[config.mk]
export PLATFORM = sky130hd
export DESIGN_NAME = pmb_extent
export DESIGN_NICKNAME = d
export VERILOG_FILES = /design/src/rtl/core/pmb_pkg.sv /design/src/rtl/core/pmb_extent.sv
export SDC_FILE = /design/constraint.sdc
export NUM_CORES = 1
export LEC_CHECK = 0
export ABC_AREA = 1
export BUFFER_PORTS_ARGS = -buffer_cell sky130_fd_sc_hd__buf_2
export CORE_ASPECT_RATIO = 1.5
export CORE_UTILIZATION = 40
export DETAILED_ROUTE_END_ITERATION = 8
export MAX_ROUTING_LAYER = met4
export REMOVE_ABC_BUFFERS = 1
export SYNTH_ARGS = -nofsm -noshare
export SYNTH_HDL_FRONTEND = slang
export SYNTH_SLANG_ARGS = --single-unit
[constraint.sdc]
create_clock -name aclk -period 7.1 [get_ports aclk]
set_input_delay 1.065 -clock aclk [delete_from_list [all_inputs] [get_ports aclk]]
set_output_delay 1.065 -clock aclk [all_outputs]
set_load 0.01 [all_outputs]
[src/rtl/core/pmb_pkg.sv]
// Shared types and constants of the page bitmap builder.
package pmb_pkg;

    localparam int WORD_W       = 64;
    localparam int BIT_IDX_W    = 6;
    localparam int WORD_INDEX_W = 10;
    localparam int TYPE_W       = 32;

    localparam logic [TYPE_W-1:0] USABLE_TYPE = 32'd1;

    localparam logic ACT_APPLY = 1'b0;
    localparam logic ACT_READ  = 1'b1;

    typedef enum logic [2:0] {
        ST_IDLE,
        ST_EXTENT,
        ST_MARK,
        ST_READ,
        ST_DONE
    } pmb_state_t;

    // Commands from the sequencer to the bitmap memory.
    typedef struct packed {
        logic mark;
        logic read;
        logic used;
    } pmb_bm_cmd_t;

    typedef struct packed {
        logic clearing;
        logic done;
    } pmb_bm_stat_t;

    typedef struct packed {
        logic done;
        logic empty;
    } pmb_ext_stat_t;

endpackage

[src/rtl/core/pmb_extent.sv]
// Page rounding, page range clipping and the running top and byte totals.
module pmb_extent #(
    parameter int PAGE_SHIFT   = 12,
    parameter int BITMAP_WORDS = 1024,
    parameter int AW           = 10
) (
    input  logic                   aclk,
    input  logic                   aresetn,
    input  logic                   start,
    input  logic [63:0]            ebase,
    input  logic [63:0]            elen,
    input  logic                   usable,
    output logic [63:0]            mem_ceiling,
    output logic [63:0]            usable_top,
    output logic [63:0]            usable_bytes,
    output logic [AW-1:0]          fw_word,
    output logic [AW-1:0]          lw_word,
    output logic [5:0]             lo_bit,
    output logic [5:0]             hi_bit,
    output pmb_pkg::pmb_ext_stat_t stat
);
    import pmb_pkg::*;

    localparam int TW = $clog2(BITMAP_WORDS * 64 + 1);
    localparam logic [63:0] PAGE_MASK   = (64'd1 << PAGE_SHIFT) - 64'd1;
    localparam logic [63:0] TOTAL_PAGES = 64'(BITMAP_WORDS) << 6;

    logic [3:0]    stg_reg;
    logic [63:0]   sum_reg;
    logic [63:0]   base_rnd_reg;
    logic [63:0]   end_rnd_reg;
    logic          usable_reg;
    logic [TW-1:0] first_reg;
    logic [TW-1:0] lim_reg;
    logic [TW-1:0] lm1_reg;
    logic          empty_reg;
    logic [63:0]   mem_top_reg;
    logic [63:0]   use_top_reg;
    logic [63:0]   use_sum_reg;

    logic [63:0]   base_pg;
    logic [63:0]   end_pg;
    logic [TW-1:0] first_next;
    logic [TW-1:0] lim_next;

    assign base_pg    = base_rnd_reg >> PAGE_SHIFT;
    assign end_pg     = end_rnd_reg >> PAGE_SHIFT;
    assign first_next = (base_pg > TOTAL_PAGES) ? TOTAL_PAGES[TW-1:0] : base_pg[TW-1:0];
    assign lim_next   = (end_pg > TOTAL_PAGES) ? TOTAL_PAGES[TW-1:0] : end_pg[TW-1:0];

    always_ff @(posedge aclk) begin
        if (!aresetn) begin
            stg_reg     <= '0;
            mem_top_reg <= '0;
            use_top_reg <= '0;
            use_sum_reg <= '0;
        end else begin
            stg_reg <= {stg_reg[2:0], start};
            if (start && usable) begin
                use_sum_reg <= use_sum_reg + elen;
            end
            if (stg_reg[1]) begin
                if (end_rnd_reg > mem_top_reg) begin
                    mem_top_reg <= end_rnd_reg;
                end
                if (usable_reg && (end_rnd_reg > use_top_reg)) begin
                    use_top_reg <= end_rnd_reg;
                end
            end
        end
    end

    always_ff @(posedge aclk) begin
        if (start) begin
            sum_reg      <= ebase + elen;
            base_rnd_reg <= (ebase + PAGE_MASK) & ~PAGE_MASK;
            usable_reg   <= usable;
        end
        if (stg_reg[0]) begin
            end_rnd_reg <= (sum_reg + PAGE_MASK) & ~PAGE_MASK;
            first_reg   <= first_next;
        end
        if (stg_reg[1]) begin
            lim_reg <= lim_next;
        end
        if (stg_reg[2]) begin
            // Both ends are clipped to the bitmap, so an empty range covers the
            // case of a region that lies wholly above the last page.
            empty_reg <= (first_reg >= lim_reg);
            lm1_reg   <= lim_reg - TW'(1);
        end
    end

    assign mem_ceiling  = mem_top_reg;
    assign usable_top   = use_top_reg;
    assign usable_bytes = use_sum_reg;
    assign fw_word      = first_reg[AW+5:6];
    assign lo_bit       = first_reg[5:0];
    assign lw_word      = lm1_reg[AW+5:6];
    assign hi_bit       = lm1_reg[5:0];
    assign stat.done    = stg_reg[3];
    assign stat.empty   = empty_reg;

endmodule

Word-level counts from Yosys, hierarchy flattened
Index checks and enable logic that the tools add are counted.
- add/sub/neg operators: 5
- $lt $le $gt $ge: 5
- reductions and logical operators: 4
- operator list (operator ; count):
    64-bit by 12-bit adder with 64-bit output, second input constant ; 2
    64-bit adder ; 2
    64-bit > comparator ; 2
    52-bit by 17-bit > comparator with 1-bit output, second input constant ; 2
    17-bit greater-or-equal comparator ; 1
    16-bit by 1-bit subtractor with 16-bit output, second input constant ; 1
    2-bit AND reduction ; 2
    1-bit logical AND ; 2
- register bits: 392
- input port bits: 132
- output and inout port bits: 226
- logic and storage cells: 26

Logic depth before layout (Yosys ltp)
Gate-level depths: netlist (run 1).
- word-level depth: 3
- mapped depth: 17
- mapped depth without buffers: 17

Worst setup path after synthesis (run 1)
OpenSTA, ideal clock, no wires.
- kind: input -> register
- from: input ebase[0]
- to: register sum_reg[58] (data pin)
- library setup time: 0.252 ns
- arrival: 2.626 ns
- required time: 6.848 ns
- setup slack: 4.222 ns
- stages on the path: 12
- path buffers: 0
- cells stage by stage: ha_1 -> fa_1 -> nand3_1 -> nand2_1 -> nand2_1 -> nand2_1 -> a21oi_1 -> o21ai_0 -> nand2_1 -> nand2_1 -> nand2_1 -> nand2_1
- longest elaborated chain between the ends: 1
- RTL lines (what ; RTL line ; source):
    start, declared ; pmb_extent.sv:10 ; input logic [63:0] ebase,
    64-bit adder ; pmb_extent.sv:75 ; sum_reg <= ebase + elen;
    end signal, assigned ; pmb_extent.sv:75 ;
    end, declared ; pmb_extent.sv:29 ; logic [63:0] sum_reg;
Every way passes these cells.
A chain may end at the register's enable or synchronous reset.

Worst setup path in the final report (run 1)
- from: register end_rnd_reg[47]
- to: register mem_top_reg[59] (netlist: mem_ceiling[59])
- longest elaborated chain between the ends: 2
- RTL lines (what ; RTL line ; source):
    start, declared ; pmb_extent.sv:31 ; logic [63:0] end_rnd_reg;
    start signal, assigned ; pmb_extent.sv:80 ; end_rnd_reg <= (sum_reg + PAGE_MASK) & ~PAGE_MASK;
    64-bit > comparator ; pmb_extent.sv:63 ; if (end_rnd_reg > mem_top_reg) begin
    2-bit AND reduction (no line) ; - ;
    end signal, assigned ; pmb_extent.sv:64 ; mem_top_reg <= end_rnd_reg;
    end, declared ; pmb_extent.sv:37 ; logic [63:0] mem_top_reg;
Every way passes these cells.

==> impl_metrics.ini, run 1 <==
[clocking]
cts.reportedPaths.clkPinSlew_ps = 60
postCtsHoldBufs = 0
htree_levels = 2
cts.sinks = 392
cts_setup_buffers = 0
cts-root-buf = clkbuf_16
cts_made_buffers = 45
insertion_delay_ps = 630
ctsResizeCount = 0
cts_tree = built
cts_buffer_depth = 3

[worst_setup_path]
critPathSlowestCell = buf_4
crit_arrival_ps = 4040
critPathMostFrequentCell = nor2_1
cp_max_fo = 79
slowest_delay_ps = 810
worst_ep_required_time_ps = 7590
worstPathCellList = ha_1, nand4_1, nor2_1, nand3_1, nand3b_1, nor2_1, nor2_4, buf_4, nand3_1, nand2_1, nor2_1
crit_path_start_kind = flip-flop
cp-end-kind = flip-flop
critPathKind = reg2reg

[synth]
ys_seq_area_share_pct = 31.6
synth_top_family_by_area = simple AND/OR/NAND/NOR gates
synth-compound-area-share_pct = 7.83
avgSynthCellArea_um2 = 6.58
synthFlopType = edfxtp_1
synth_cell_type_count = 55
async_flop_share_pct = 0
synth-edff-count = 220
synthAdderAreaFrac_pct = 9.87
ys_warn_count = 0
synthXorXnorAreaFrac_pct = 4.70
syn_inst = 4836
ys_seq_elements = 392
synth_area_mm2 = 0.0318
synthSimpleGateAreaFrac_pct = 33.1
synth_mux_area_share_pct = 0

[floorplan]
die_area_mm2 = 0.0808
rows = 126
core_area_mm2 = 0.0787
die_y_um = 348
die_w_um = 232
start_util_pct = 40.5
boundaryPins = 358

[drt]
drt_iter0_markers = 1766
wl_per_cell_um = 20.7
drc = 0
via_per_inst = 5.04
drt.antenna.violating_nets = 0
vias = 31300
wl_um = 129000
drtPass1Iterations = 5

[global_route]
antenna_found_initial = 25
grt_pass1_wl_um = 188000
grt_start_max_net_pins = 80
grt_usage_pct = 32.6
grt-ovfl-total = 0
grt_pass1_vias = 31400

[timing]
fin_crit_sh_pct = 49.9
hold_viol_final = 0
final.setup.tns_ps = 0
setup_violations = 0
rsz0062_at_grt = no
tightest_slew_ps = 1370
period_minus_slack_ps = 3550
fin_skew_ps = 30.4
max_freq_ghz = 0.282
relSlewSlack_pct = 8.10
slew_violations = 0

[pwr]
swShare_pct = 35.4
p_switching_w = 0.00249
vdd_drop_max_uv = 174
p_clk_share_pct = 34.3
power_w = 0.00704
intPower_w = 0.00455
p_seq_share_pct = 39.8
total_leakage_power_nw = 17.8
powerDensity_mw_per_mm2 = 196
pwr-share-comb_pct = 25.9

[cells_and_area]
layout-drive-gt1-share_pct = 8.91
multi_input_area_mm2 = 0.0178
final_common_cell = nand2_1
synthToLayoutAreaGrowth_pct = 12.6
n_fill_cell = 8420
fin_area_mm2 = 0.0359
fin_nets = 5511
layout_common_cells = nand2_1 (1267), inv_1 (903), nor2_1 (698)
regArea_mm2 = 0.0101

[place]
place_congestion = 1.09
placed_cell_area_mm2 = 0.0343
portBuffers = 333
hpwl_um = 108000

[min_path]
hp-class = reg2reg

[run_status]
outcome = finished clean

[run]
drv_cap = 0
## synth_stat cells, types with 3 or more instances
library cell | count | area share (%)
clkbuf_1 | 39 | 0.46
nand2_4 | 3 | 0.11
nor2_1 | 699 | 8.2
nand2_2 | 6 | 0.12
nand3b_1 | 11 | 0.26
nand4_1 | 85 | 1.7
nand3_2 | 4 | 0.13
dfxtp_1 | 172 | 11
buf_4 | 54 | 1.3
ha_1 | 248 | 9.7
o21ai_1 | 3 | 0.047
nor2_4 | 5 | 0.18
nor3_1 | 72 | 1.1
inv_2 | 3 | 0.035
nand2_1 | 1267 | 15
nor4_1 | 38 | 0.75
nand3_1 | 306 | 4.8
buf_2 | 24 | 0.38
edfxtp_1 | 220 | 21
o21bai_1 | 20 | 0.47
a21o_1 | 9 | 0.21
or2_2 | 3 | 0.059
a21oi_1 | 295 | 4.6
xor2_1 | 117 | 3.2
o21ai_0 | 113 | 1.8
nor3_2 | 8 | 0.25
and3_1 | 3 | 0.059
a31oi_1 | 7 | 0.14
and2_1 | 3 | 0.059
o21a_1 | 9 | 0.21
xnor2_1 | 54 | 1.5
inv_1 | 904 | 11
## stage by stage
step	setup slack, ps	hold WS, ps	utilization [%]	instances
detailed placement	3390	492	43.6	6106
global route	3330	527	45.6	6212
CTS	3610	507	45.5	6189
finish	3550	502	45.6	6214
floorplan	2310	491	-	4737
global placement	3400	479	43.6	6106
## metal layers
| layer | share of wire [%] | wire length (µm) | GRT usage (%) | up-vias |
|---|---|---|---|---|
| li1 | - | - | - | 15900 |
| met1 | 34 | 44300 | 30.0 | 14200 |
| met2 | 52 | 67500 | 60.1 | 863 |
| met3 | 3.9 | 5070 | 3.82 | 359 |
| met4 | 9.2 | 11900 | 25.7 | 0 |
| met5 | 0 | 0 | - | - |
## power groups by stage
| stage | clock network, W | registers [W] | logic [W] |
|---|---|---|---|
| global route | 0.00254 | 0.00282 | 0.00204 |
| floorplan | 0 | 0.00281 | 0.00113 |
| detailed placement | 0 | 0.00285 | 0.00181 |
| CTS | 0.00247 | 0.00280 | 0.00182 |
| finish | 0.00242 | 0.00280 | 0.00182 |
| global placement | 0 | 0.00285 | 0.00181 |
## final cells by class
class	instances	share of cell area [%]
Timing Repair Buffer	345	4.91
Clock inverter	25	0.796
Clock buffer	58	3.36
Antenna cell	25	0.174
Multi-Input combinational cell	3438	49.6
Inverter	907	9.50
Sequential cell	392	28.0
Tap cell	1024	3.57
## worst max-delay path, delay by kind of cell, from the launching register on
family,cells,cell delay [ps]
flip-flops,1,460
adder cells (fa/ha/maj),1,350
AND/OR/NAND/NOR,9,1690
buffers and inverters,1,810
## cells by family after synthesis
kind of cell               count (synthesis)
buffers and inverters                   1029
DFF                                      392
and+or+nand+nor                         2524
AOI/OAI and AO/OA                        469
adders and majority gates                250
other                                      1
xor gates and xnor gates                 171
## worst paths after layout
| check | from | endpoint | slack [ps] | cells after the start |
|---|---|---|---|---|
| min reg2reg | mem_ceiling[43] | mem_ceiling[43] | 500 | 2 |
| max | end_rnd_reg[47] | mem_ceiling[59] | 3550 | 11 |
| min | mem_ceiling[43] | mem_ceiling[43] | 500 | 2 |
| max reg2reg | end_rnd_reg[47] | mem_ceiling[59] | 3550 | 11 |
No activity file was read; power rests on OpenSTA's default activity.
==> inputs of run 2 (changes only) <==
clock period = 3.51 ns   (was 7.1 ns; I/O delays follow)
==> impl_metrics.ini, run 2 (synthesized netlist as in run 1, its figures left out) <==
[timing]
period_minus_slack_ps = 2760
relSlewSlack_pct = 29.1
tightest_slew_ps = 1050
rsz0062_at_grt = no
setup_violations = 0
fin_skew_ps = 23.4
slew_violations = 0
hold_viol_final = 0
fin_crit_sh_pct = 78.6
max_freq_ghz = 0.363

[pwr]
powerDensity_mw_per_mm2 = 402
power_w = 0.0145
vdd_drop_max_uv = 364
total_leakage_power_nw = 18.0

[clocking]
cts.reportedPaths.clkPinSlew_ps = 70
cts_made_buffers = 44
cts.sinks = 392
cts-root-buf = clkbuf_16
htree_levels = 2
cts_buffer_depth = 3
cts_tree = built
postCtsHoldBufs = 0
insertion_delay_ps = 630
cts_setup_buffers = 0
ctsResizeCount = 0

[floorplan]
core_area_mm2 = 0.0787
boundaryPins = 358
die_area_mm2 = 0.0808
die_y_um = 348
die_w_um = 232
rows = 126
start_util_pct = 40.5

[drt]
drc = 0
met1_length_um = 43600
wl_met3_um = 4780
via_per_inst = 5.03
wl_per_cell_um = 20.2
drt.antenna.violating_nets = 0
drtPass1Iterations = 5
vias = 31400
routed.top_layer = met4
met2_length_um = 66100
drt_iter0_markers = 1821
wl_um = 126000

[cells_and_area]
finish.utilization_pct = 46.0
multi_input_area_mm2 = 0.0178
fin_area_mm2 = 0.0362
final_common_cell = nand2_1
layout-drive-gt1-share_pct = 9.35
fin_nets = 5535
synthToLayoutAreaGrowth_pct = 13.6
regArea_mm2 = 0.0101
n_fill_cell = 8449
layout_common_cells = nand2_1 (1267), inv_1 (903), nor2_1 (698)
stdcell_count = 6234

[min_path]
worstHoldStart = usable
min_path_cells = 1
hold_end = usable_reg
hp-class = in2reg

[worst_setup_path]
crit_path_start_kind = flip-flop
crit_arrival_ps = 3270
critPathKind = reg2reg
cp-end-kind = flip-flop
critPathBufInv = 1
reg2reg_to = usable_top[14]
critPathMostFrequentCell = nand2_1
r2r_cells = 13
slowest_delay_ps = 470
rrSetupSlack_ps = 750
path_delay_family = simple AND/OR/NAND/NOR gates
worst_ep_required_time_ps = 4020
cp_max_fo = 104
worstPathCellList = ha_1, nand2_1, nor2_1, nand4_1, nor2_1, nand2_1, nand3_1, nand2_1, nand3_4, buf_12, nand3_1, nand2_1, nor2_1
critPathSlowestCell = edfxtp_1
r2r_start = end_rnd_reg[23]

[global_route]
grt_usage_pct = 31.7
grt_pass1_wl_um = 183000
grt-ovfl-total = 0
grt_pass1_vias = 30900
grt_start_max_net_pins = 120
antenna_found_initial = 19

[place]
place_congestion = 1.06
hpwl_um = 105000
portBuffers = 333
dp.cells = 6131
placed_cell_area_mm2 = 0.0346

[run]
drv_cap = 0

[run_status]
outcome = finished clean
run 2: changes by cell type in the layout (fill, tap and decap cells not counted), moves of 2 or more:
cell	before	now
buf_4	14	32
buf_12	0	7
clkinv_2	11	6
bufinv_16	4	8
diode_2	25	21
clkbuf_1	11	8
clkbuf_16	46	44
clkbuf_8	1	3
clkinv_1	2	4
inv_6	1	3
run 2: through the flow:
step	setup slack, ps	TNS [ps]	hold WS, ps
5_1_grt	558	0	137
3_3_place_gp	468	0	480
4_1_cts	713	0	135
2_1_floorplan	-1280	-72460	491
6_report	752	0	146
3_5_place_dp	466	0	500
run 2: worst max path at each step:
stage	from	to	cells past startpoint
4_1_cts	end_rnd_reg[23]	mem_ceiling[20]	13
3_3_place_gp	ebase[0]	sum_reg[58]	13
5_1_grt	end_rnd_reg[23]	mem_ceiling[20]	13
6_report	end_rnd_reg[23]	usable_top[14]	13
2_1_floorplan	mem_ceiling[43]	mem_ceiling[12]	13
3_5_place_dp	ebase[0]	sum_reg[58]	13
run 2: power by group:
part           switching [W]  internal, W  leakage, nW  total (W)
clock network        0.00215      0.00299        0.757    0.00514
registers           0.000388      0.00529         3.48    0.00567
logic                0.00251      0.00120         13.8    0.00372
run 2: cell type report:
class / instances / area share [%]
multi-input cells: 3438 / 49.2
flip-flops and latches: 392 / 27.8
inverters: 907 / 9.41
repair buffers: 370 / 5.63
well taps: 1024 / 3.54
clock buffers: 55 / 3.24
clock inverters: 27 / 1.06
diodes: 21 / 0.145
run 2: layer usage:
metal | track usage, % | vias to the layer above
li1 | - | 15900
met1 | 29.5 | 14200
met2 | 58.2 | 864
met3 | 3.78 | 369
met4 | 24.3 | 0
met5 | - | -
